[config.mk]
export PLATFORM = sky130hd
export DESIGN_NAME = bgv_div_step
export DESIGN_NICKNAME = d
export VERILOG_FILES = /design/src/hdl/bgv_pkg.sv /design/src/hdl/bgv_div_step.sv
export SDC_FILE = /design/constraint.sdc
export NUM_CORES = 1
export LEC_CHECK = 0
export ABC_AREA = 1
export BUFFER_PORTS_ARGS = -buffer_cell sky130_fd_sc_hd__buf_2
export CORE_AREA = 10 10 316 318
export DETAILED_ROUTE_END_ITERATION = 12
export DIE_AREA = 0 0 326 328
export PLACE_DENSITY_LB_ADDON = 0.3
export SLEW_MARGIN = 20
export SYNTH_ARGS = -nofsm -noshare
export SYNTH_HDL_FRONTEND = slang
export SYNTH_SLANG_ARGS = --single-unit
[constraint.sdc]
create_clock -name clk -period 2.3 [get_ports clk]
set_input_delay 0.69 -clock clk [delete_from_list [all_inputs] [get_ports clk]]
set_output_delay 0.69 -clock clk [all_outputs]
set_load 0.1 [all_outputs]
[src/hdl/bgv_pkg.sv]
// Shared types, widths and register codes for the bilinear grid vertex generator.
// No dependencies; compiled first.
`default_nettype none
package bgv_pkg;

  localparam int RowW     = 10;   // grid_row / grid_col
  localparam int NW       = 11;   // effective division count
  localparam int CoordW   = 16;   // Q8.8 coordinate
  localparam int CfgW     = 48;   // widest register
  localparam int CfgIdxW  = 3;
  localparam int TexW     = 17;   // Q0.16 plus the value one
  localparam int QW       = 18;   // quotient bits, biased by 2^17 for positions
  localparam int RW       = 41;   // dividend / remainder
  localparam int DW       = 23;   // divisor, 2*n*n
  localparam int Axes     = 3;
  localparam int Lanes    = 5;    // x, y, z, u, v
  localparam int LaneU    = 3;
  localparam int LaneV    = 4;
  localparam int DefMaxDivisions = 1023;

  typedef enum logic [CfgIdxW-1:0] {
    REG_CORNER_A  = 3'd0,
    REG_CORNER_B  = 3'd1,
    REG_CORNER_C  = 3'd2,
    REG_CORNER_D  = 3'd3,
    REG_DIVISIONS = 3'd4
  } cfg_reg_e;

  // Per-axis corner differences, signed.
  typedef struct packed {
    logic [Axes-1:0][16:0] da;   // D - A
    logic [Axes-1:0][16:0] ba;   // B - A
    logic [Axes-1:0][18:0] e;    // (C - B) - (D - A)
  } coef_t;

  // One stage of the divider pipe, all lanes.
  typedef struct packed {
    logic                        valid;
    logic                        clamped;
    logic [Lanes-1:0][RW-1:0]    rem;
    logic [Lanes-1:0][DW-1:0]    den;
    logic [Lanes-1:0][QW-1:0]    quo;
  } div_stage_t;

  typedef struct packed {
    logic signed [CoordW-1:0] pos_x;
    logic signed [CoordW-1:0] pos_y;
    logic signed [CoordW-1:0] pos_z;
    logic [TexW-1:0]          tex_u;
    logic [TexW-1:0]          tex_v;
    logic                     clamped;
  } vertex_t;

endpackage
`default_nettype wire

[src/hdl/bgv_div_step.sv]
// One restoring-division stage: resolves one quotient bit in every lane.
// Depends on bgv_pkg.
`default_nettype none
module bgv_div_step #(
  parameter int SHIFT = 0
) (
  input  wire logic                clk,
  input  wire logic                rst,
  input  wire logic                en,
  input  wire bgv_pkg::div_stage_t din,
  output bgv_pkg::div_stage_t      dout
);
  import bgv_pkg::*;

  logic [Lanes-1:0][RW-1:0] trial;
  logic [Lanes-1:0]         take;

  always_comb begin
    for (int l = 0; l < Lanes; l++) begin
      trial[l] = RW'(din.den[l]) << SHIFT;
      take[l]  = din.rem[l] >= trial[l];
    end
  end

  always_ff @(posedge clk) begin
    if (rst) begin
      dout.valid <= 1'b0;
    end else if (en) begin
      dout.valid <= din.valid;
    end
  end

  always_ff @(posedge clk) begin
    if (en) begin
      dout.clamped <= din.clamped;
      dout.den     <= din.den;
      for (int l = 0; l < Lanes; l++) begin
        dout.rem[l] <= take[l] ? din.rem[l] - trial[l] : din.rem[l];
        dout.quo[l] <= {din.quo[l][QW-2:0], take[l]};
      end
    end
  end

endmodule
`default_nettype wire

==> flow_summary.yaml <==
status:
  status: "finished, final reports clean"
pwr:
  swShare_pct: 43.5
  power_density_nw_per_um2: 703
  p_total_mw: 29.9
  p_seq_share_pct: 31.5
  internal_power_mw: 16.9
  p_leak_nw: 21.9
  vdd_drop_max_uv: 731
  p_clk_share_pct: 27.1
  p_switching_mw: 13.0
  comb_power_share_pct: 41.4
timing:
  finalCriticalPeriod_ns: 2.23
  rsz0062_at_grt: "false"
  max_freq_mhz: 449
  tightestPinTransition_ns: 0.632
  fin_skew_ns: 0
  final-max-slew-violation-count: 0
  finalHoldViolCount: 0
  maxSlewHeadroom_pct: 58.2
  setup_viol_count_final: 0
  fin_crit_sh_pct: 96.9
floorplanning:
  die_h_um: 328
  pin_count: 827
  row_count: 112
  dieArea_um2: 107000
  fp.dieW_um: 326
  start_util_pct: 29.8
  core_um2: 93000
grt:
  gr-total-overflow: 0
  grt_antenna_before_repair: 37
  grt_usage_pct: 23.0
  grt_pass1_wl_um: 185000
  grt_max_degree: 75
  grt_pass1_vias: 29523
logic_synthesis:
  ys_seq_area_share_pct: 44.6
  synth_fa_ha_area_share_pct: 5.55
  yosysMostFrequentCell: "nand2_1"
  synth_top_area_share_pct: 44.5
  synth_top_cells_by_count: "nand2_1 (1,526), inv_1 (655), edfxtp_1 (411)"
  synth_warnings: 0
  synth_mux_area_share_pct: 0.0361
  syn_avg_cell_area_um2: 7.40
  synth_top_area_cell: "edfxtp_1"
  synth_compound_area_share_pct: 4.24
  syn_area_um2: 27700
  synth_top_family_by_area: "simple AND/OR/NAND/NOR gates"
  synth_seq_cells: 412
  synthFlopType: "edfxtp_1"
  async_reset_ff_share_pct: 0
  synthSimpleGateAreaFrac_pct: 32.9
  synth_xor_area_share_pct: 2.68
  ys_top_cells_by_area: "edfxtp_1 (44%), nand2_1 (21%), inv_1 (8.9%), nor2_1 (5.3%), ha_1 (5.2%)"
  synthCells: 3747
  syn_nets: 4282
  synth-edff-count: 411
  ys_types: 41
detailed_routing:
  viasPerCell: 4.40
  drt-pass1-iter-count: 6
  drt_iter0_drc: 2031
  finalWirelength_um: 129000
  detail-route-antenna-nets: 0
  drc: 0
  wl_per_cell_um: 19.1
  vias: 29710
clock_tree:
  cts_hold_buf: 0
  numCtsBuffers: 50
  clkLatencyLatePin_ns: 0.64
  clockBufferDepth: 3
  clock_sinks: 412
  path_clk_slew_ns: 0.06
  cts_root_buf: "clkbuf_16"
  tritoncts: "built"
  htreeDepth: 2
flow_run:
  cap_violations: 0
setup_path:
  max_stage_delay_ns: 0.46
  crit_type: "reg2out"
  crit_path_cell_trace: "buf_2"
  critPathLaunchType: "flop"
  arrival_ns: 1.54
  path_buf_inv: 1
  critical_path.max_fanout: 1
  crit_required_ns: 1.61
  crit_family: "buffers and inverters"
  slowest_stage: "buf_2"
  endpoint_kind: "primary output"
placed_design:
  dp_hpwl_um: 111000
  place.gp.congestion: 0.959
  io_buffers: 821
cells_and_area:
  fillers: 9512
  top_register: "dout"
  multi_input_area_um2: 13800
  area_growth_pct: 53.5
  final_nets: 5975
  largestRegisters: "dout: 412 flops"
  drive_gt1_share_pct: 37.1
  utilization_pct: 45.8
  largest_reg_flops: 412
  regArea_um2: 12400
hold_path:
  hold_path_class: "in2reg"
==> stage by stage <==
step                      worst slack, ns  TNS [ns]  cells  hold slack (ns)  instance area (um^2)
after global routing              0.00229         0   6740            0.166                 42600
after global placement             -0.808   -111.51   6636            0.476                 40800
after floorplan                  -0.00714   -0.0369   3747            0.762                 28800
final                              0.0706         0   6746            0.192                 42600
after CTS                         0.00627         0   6730            0.142                 42400
after detailed placement           -0.844   -114.73   6636            0.480                 40800
==> routing by layer <==
metal	track usage (%)	vias up	wire length [um]
li1	-	15139	-
met5	0	-	189
met2	41.0	929	63400
met4	7.52	30	4420
met3	6.10	212	9670
met1	26.4	13400	51400
==> final timing paths <==
kind	start	slack, ns	cells after the start	endpoint
max	dout[397]	0.07	1	dout[397]
min	rst	0.19	2	dout[411]
max reg2reg	dout[411]	1.72	2	dout[411]
min reg2reg	dout[411]	0.50	2	dout[411]
==> placed cells by master (no fill, tap or decap), drive strengths merged <==
cell type  Yosys  layout
clkinvlp       0       6
or2            3       3
nor4           2       2
dfxtp          1       1
mux2i          1       1
and2           8       8
clkinv         0      15
nor3b          3       3
nand4         48      48
bufinv         0       3
diode          0      11
ha           115     115
clkbuf         0      63
inv          663     670
a31oi          3       3
xnor2         17      17
nor2         416     419
a21oi        135     135
edfxtp       411     411
o21ai         37      37
a211oi         3       3
nand3        203     203
nand2       1559    1559
xor2          68      68
buf           29    1666
nor3           6       6
fa             5       5
o21bai         5       5
nand3b         6       6
==> cell type report <==
cell class,instances,share of cell area (%)
clock inverter,31,0.732
antenna,11,0.0647
clock buffer,62,3.09
tap,1254,3.69
multi-input combinational,2646,32.3
timing repair buffer,1667,25.2
sequential,412,29.0
inverter,663,5.85
==> power by group through the flow <==
stage               combinational (mW)  sequential [mW]  clock, mW
floorplan                         2.68             15.1          0
global placement                  12.4             9.58          0
detailed placement                12.4             9.59          0
CTS                               12.4             9.45       8.30
global route                      13.1             9.51       8.55
finish                            12.4             9.44       8.11
==> kinds of logic (layout without fill, tap and decap cells) <==
kind of cell             Yosys count  after routing
AO/OA/AOI/OAI                    183            183
XOR/XNOR                          85             85
adder cells (fa/ha/maj)          120            120
buffers and inverters            692           2423
flip-flops                       412            412
multiplexers                       1              1
other                              0             11
AND/OR/NAND/NOR                 2254           2257
==> repair_timing <==
item | 4_1_cts | 5_1_grt
gates resized for setup | 7 | 19
setup buffers | 0 | 3
setup endpoints to repair | 20 | 98
cloned | 1 | 2
pin swaps | 1 | 5
Note: power is estimated with default switching activity, not from simulation.
