[src/hdl/bgv_pkg.sv]
// Shared types, widths and register codes for the bilinear grid vertex generator.
// No dependencies; compiled first.
`default_nettype none
package bgv_pkg;

  localparam int RowW     = 10;   // grid_row / grid_col
  localparam int NW       = 11;   // effective division count
  localparam int CoordW   = 16;   // Q8.8 coordinate
  localparam int CfgW     = 48;   // widest register
  localparam int CfgIdxW  = 3;
  localparam int TexW     = 17;   // Q0.16 plus the value one
  localparam int QW       = 18;   // quotient bits, biased by 2^17 for positions
  localparam int RW       = 41;   // dividend / remainder
  localparam int DW       = 23;   // divisor, 2*n*n
  localparam int Axes     = 3;
  localparam int Lanes    = 5;    // x, y, z, u, v
  localparam int LaneU    = 3;
  localparam int LaneV    = 4;
  localparam int DefMaxDivisions = 1023;

  typedef enum logic [CfgIdxW-1:0] {
    REG_CORNER_A  = 3'd0,
    REG_CORNER_B  = 3'd1,
    REG_CORNER_C  = 3'd2,
    REG_CORNER_D  = 3'd3,
    REG_DIVISIONS = 3'd4
  } cfg_reg_e;

  // Per-axis corner differences, signed.
  typedef struct packed {
    logic [Axes-1:0][16:0] da;   // D - A
    logic [Axes-1:0][16:0] ba;   // B - A
    logic [Axes-1:0][18:0] e;    // (C - B) - (D - A)
  } coef_t;

  // One stage of the divider pipe, all lanes.
  typedef struct packed {
    logic                        valid;
    logic                        clamped;
    logic [Lanes-1:0][RW-1:0]    rem;
    logic [Lanes-1:0][DW-1:0]    den;
    logic [Lanes-1:0][QW-1:0]    quo;
  } div_stage_t;

  typedef struct packed {
    logic signed [CoordW-1:0] pos_x;
    logic signed [CoordW-1:0] pos_y;
    logic signed [CoordW-1:0] pos_z;
    logic [TexW-1:0]          tex_u;
    logic [TexW-1:0]          tex_v;
    logic                     clamped;
  } vertex_t;

endpackage
`default_nettype wire

[src/hdl/bgv_out_if.sv]
// Vertex channel: valid/ready plus position, texture coordinates and clamp flag.
// Depends on bgv_pkg.
`default_nettype none
interface bgv_out_if;
  import bgv_pkg::*;
  logic                     valid;
  logic                     ready;
  logic signed [CoordW-1:0] pos_x;
  logic signed [CoordW-1:0] pos_y;
  logic signed [CoordW-1:0] pos_z;
  logic [TexW-1:0]          tex_u;
  logic [TexW-1:0]          tex_v;
  logic                     clamped;
  modport source (output valid, output pos_x, output pos_y, output pos_z,
                  output tex_u, output tex_v, output clamped, input ready);
  modport sink   (input valid, input pos_x, input pos_y, input pos_z,
                  input tex_u, input tex_v, input clamped, output ready);
endinterface
`default_nettype wire

[src/hdl/bgv_skid.sv]
// Output register with a skid entry, so upstream ready is a flop.
// Depends on bgv_pkg and bgv_out_if.
`default_nettype none
module bgv_skid (
  input  wire logic            clk,
  input  wire logic            rst,
  input  wire logic            push_valid,
  input  wire bgv_pkg::vertex_t push_data,
  output logic                 push_ready,
  bgv_out_if.source            vertex
);
  import bgv_pkg::*;

  logic    out_valid, skid_valid;
  vertex_t out_data, skid_data;

  assign push_ready = !skid_valid;

  always_ff @(posedge clk) begin
    if (rst) begin
      out_valid  <= 1'b0;
      skid_valid <= 1'b0;
    end else if (skid_valid) begin
      if (vertex.ready) begin
        out_valid  <= 1'b1;
        skid_valid <= 1'b0;
      end
    end else if (out_valid && !vertex.ready) begin
      skid_valid <= push_valid;
    end else begin
      out_valid <= push_valid;
    end
  end

  always_ff @(posedge clk) begin
    if (skid_valid) begin
      if (vertex.ready) begin
        out_data <= skid_data;
      end
    end else if (out_valid && !vertex.ready) begin
      skid_data <= push_data;
    end else begin
      out_data <= push_data;
    end
  end

  assign vertex.valid   = out_valid;
  assign vertex.pos_x   = out_data.pos_x;
  assign vertex.pos_y   = out_data.pos_y;
  assign vertex.pos_z   = out_data.pos_z;
  assign vertex.tex_u   = out_data.tex_u;
  assign vertex.tex_v   = out_data.tex_v;
  assign vertex.clamped = out_data.clamped;

  a_skid_needs_out: assert property (@(posedge clk) disable iff (rst)
    skid_valid |-> out_valid) else $error("skid entry held with empty output");
  a_skid_drains: assert property (@(posedge clk) disable iff (rst)
    skid_valid && vertex.ready |=> !skid_valid)
    else $error("skid entry not drained");
  a_skid_fill: assert property (@(posedge clk) disable iff (rst)
    !skid_valid && push_valid && out_valid && !vertex.ready |=> skid_valid)
    else $error("beat dropped at the output");

endmodule
`default_nettype wire

[src/flat_wrapper.sv]
// flat-port wrapper written by rule: the top's interface ports become plain ports
module bgv_skid_flat import bgv_pkg::*;
  (clk, rst, push_valid, push_data, push_ready, vertex_valid, vertex_pos_x, vertex_pos_y, vertex_pos_z, vertex_tex_u, vertex_tex_v, vertex_clamped, vertex_ready);
  bgv_out_if vertex_i ();
  input  wire logic clk;
  input  wire logic rst;
  input  wire logic push_valid;
  input  wire bgv_pkg::vertex_t push_data;
  output logic push_ready;
  output wire logic [$bits(vertex_i.valid)-1:0] vertex_valid;
  output wire logic [$bits(vertex_i.pos_x)-1:0] vertex_pos_x;
  output wire logic [$bits(vertex_i.pos_y)-1:0] vertex_pos_y;
  output wire logic [$bits(vertex_i.pos_z)-1:0] vertex_pos_z;
  output wire logic [$bits(vertex_i.tex_u)-1:0] vertex_tex_u;
  output wire logic [$bits(vertex_i.tex_v)-1:0] vertex_tex_v;
  output wire logic [$bits(vertex_i.clamped)-1:0] vertex_clamped;
  input wire logic [$bits(vertex_i.ready)-1:0] vertex_ready;
  assign vertex_valid = vertex_i.valid;
  assign vertex_pos_x = vertex_i.pos_x;
  assign vertex_pos_y = vertex_i.pos_y;
  assign vertex_pos_z = vertex_i.pos_z;
  assign vertex_tex_u = vertex_i.tex_u;
  assign vertex_tex_v = vertex_i.tex_v;
  assign vertex_clamped = vertex_i.clamped;
  assign vertex_i.ready = vertex_ready;
  bgv_skid u_core (.clk(clk), .rst(rst), .push_valid(push_valid), .push_data(push_data), .push_ready(push_ready), .vertex(vertex_i));
endmodule
[config.mk]
export PLATFORM = sky130hd
export DESIGN_NAME = bgv_skid_flat
export DESIGN_NICKNAME = d
export VERILOG_FILES = /design/src/hdl/bgv_pkg.sv /design/src/hdl/bgv_out_if.sv /design/src/hdl/bgv_skid.sv /design/src/flat_wrapper.sv
export SDC_FILE = /design/constraint.sdc
export NUM_CORES = 1
export LEC_CHECK = 0
export BUFFER_PORTS_ARGS = -buffer_cell sky130_fd_sc_hd__buf_2
export CORE_MARGIN = 2
export CORE_UTILIZATION = 50
export DETAILED_ROUTE_END_ITERATION = 10
export GPL_TIMING_DRIVEN = 0
export PLACE_DENSITY = 0.73
export REMOVE_ABC_BUFFERS = 1
export SYNTH_ARGS = -nofsm -noshare
export SYNTH_HDL_FRONTEND = slang
export SYNTH_SLANG_ARGS = --single-unit
[constraint.sdc]
create_clock -name clk -period 8.6 [get_ports clk]
set_input_delay 0.43 -clock clk [delete_from_list [all_inputs] [get_ports clk]]
set_output_delay 0.43 -clock clk [all_outputs]
set_load 0.01 [all_outputs]
==> results.cfg <==
[synth]
yosys.cell_types.count = 13
netlist_instances = 269
synth.avg_cell_area_sq_um = 22.7
ys_seq_area_share_pct = 82.4
ys.warnings.count = 0
ys_ff_latch = 168
syn_area_sq_mm = 0.00610

[critical_path]
cp_data_required_time_ns = 8.73
crit_fanout = 52
reg2reg_slack_ns = 6.31
worst-path-buf-inv = 4
cp_top_family = buffers and inverters
cp-start-kind = flop
cp_common_cell = buf_6
crit_chain = nor3b_2 > buf_6 > buf_6 > buf_6 > buf_6
cp_slowest_cell = nor3b_2
crit_type = flop to flop
slowest_delay_ns = 0.65
worstPathArrival_ns = 2.42
cp-end-kind = flop

[final_layout]
antenna_cells = 0
nets = 548
area_growth_pct = 29.8
multi_input_area_sq_mm = 0.00102
drive_above_1_share_pct = 62.9
fillers = 844
seq_area_sq_mm = 0.00503

[sta]
period_needed_ns = 2.29
hold_viol_final = 0
tightest_slew_ns = 0.725
setup-violations-final = 0
slew_headroom_pct = 51.7
fmax_ghz = 0.436
drv_slew = 0
whs_ns = 0.184
finalCritPeriodShare_pct = 26.7
rsz0062_at_grt = no
fin_skew_ns = 0.00343

[floorplan]
fp.dieH_um = 114
initial_utilization_pct = 51.0
pin_count = 172
floorplan.die_area_sq_mm = 0.0131
core-area_sq_mm = 0.0120
die_x_um = 114
num_rows = 40

[global_route]
antenna_found_initial = 0
first_global_vias = 3265
grt_max_degree = 53
grt.total_usage_pct = 17.5
grt_pass1_wl_mm = 17.0
overflow = 0

[flow_run]
cap_violations = 0

[clock_tree]
cts_tree = built
cts_root_buf = clkbuf_16
cts-htree-levels = 4
clk_latency_ns = 0.42
cts_resized = 0
clockBufferDepth = 2
post_cts_buffers = 0
cts_sinks = 168
cts-buffers-inserted = 17
ctsHoldBuffers = 0
clk_pin_slew_ns = 0.06

[power]
p_total_mw = 1.92
p_leak_nw = 3.05
ir_drop_uv = 164
p_per_area_mw_per_mm2 = 242

[place]
port_buffers = 171
hpwl_mm = 7.44
gp_congestion = 0.705

[drt]
dr.pass1.iters = 4
drtAntennaViolNets = 0
num_vias = 3173
wirelength_mm = 11.0
detailedRoute.firstIterationViolations = 199
via_per_inst = 5.11
wire_per_inst_um = 17.6
drc = 0

[hold_path]
hold_class = input pin to flop

[status]
status = complete, no violations
[path summary, 6_finish.rpt]
check,cells after the start,end,startpoint
worst max-delay path,5,u_core.skid_data[46],u_core.skid_valid
worst min-delay path,2,u_core.vertex.valid,rst
worst max register to register,5,u_core.skid_data[46],u_core.skid_valid
worst min register to register,1,u_core.vertex.pos_x[0],u_core.skid_data[67]
[synthesized netlist by cell type]
cell      number  share of area (%)
inv_1          1              0.062
mux2_2        78                 14
mux2_4         5                1.2
mux2i_1        1               0.16
nor3b_1        1               0.12
edfxtp_1     166                 82
dfxtp_1        2               0.66
buf_2          7               0.57
nor3_1         1              0.082
o21bai_1       1               0.12
a21oi_1        2               0.16
buf_6          3               0.55
nand2b_1       1               0.10
[through the flow]
stage | instance area [sq um] | setup TNS [ns] | cells | utilization (%) | setup slack [ns]
4_1_cts | 7910 | 0 | 621 | 66.1 | 6.26
5_1_grt | 7910 | 0 | 621 | 66.1 | 6.16
3_5_place_dp | 7280 | 0 | 589 | 60.8 | 6.27
3_3_place_gp | 7070 | -436.36 | 577 | 59.1 | -3.70
6_report | 7910 | 0 | 621 | 66.1 | 6.31
2_1_floorplan | 6030 | 0 | 259 | - | 0.259
[report_power, final]
part | total, mW | switching [mW] | internal, mW
registers | 0.973 | 0.0150 | 0.958
clock network | 0.807 | 0.295 | 0.512
logic | 0.135 | 0.0686 | 0.0668
total | 1.92 | 0.378 | 1.54
[per-layer routing]
metal | GRT usage, % | wire length [um]
met1 | 21.5 | 4390
met2 | 28.1 | 5570
met4 | 7.80 | 193
met3 | 6.30 | 807
met5 | 0 | 0
[cell families after synthesis]
group                  synth area share (%)
AO/OA/AOI/OAI                         0.287
buffers and inverters                  1.19
flip-flops                             82.4
multiplexers                           15.8
AND/OR/NAND/NOR                       0.308
[cell usage in the layout, fill, tap and decap left out, drive strengths merged]
master and instances:
nor3b 1, a21oi 2, inv 1, mux2i 1, buf 183, o21bai 1
clkinvlp 2, clkbuf 18, mux2 83, clkinv 7, nor3 1, bufinv 5
edfxtp 166, nand2b 1, dfxtp 2
[sequential cells by signal (all words and copies together), names as in the netlist]
register and count:
u_core.skid_data 83, u_core.skid_valid 1, u_core.vertex.clamped 1, u_core.vertex.pos_x 16, u_core.vertex.pos_y 16, u_core.vertex.pos_z 16, u_core.vertex.tex_u 17, u_core.vertex.tex_v 17
u_core.vertex.valid 1
[cell type report]
cell class,instances,share of cell area (%)
Timing Repair Buffer,183,13.2
Multi-Input combinational cell,90,12.8
Tap cell,147,2.32
Sequential cell,168,63.6
Inverter,1,0.0474
Clock buffer,18,5.42
Clock inverter,14,2.59
Power figures use the tool's default switching activity.
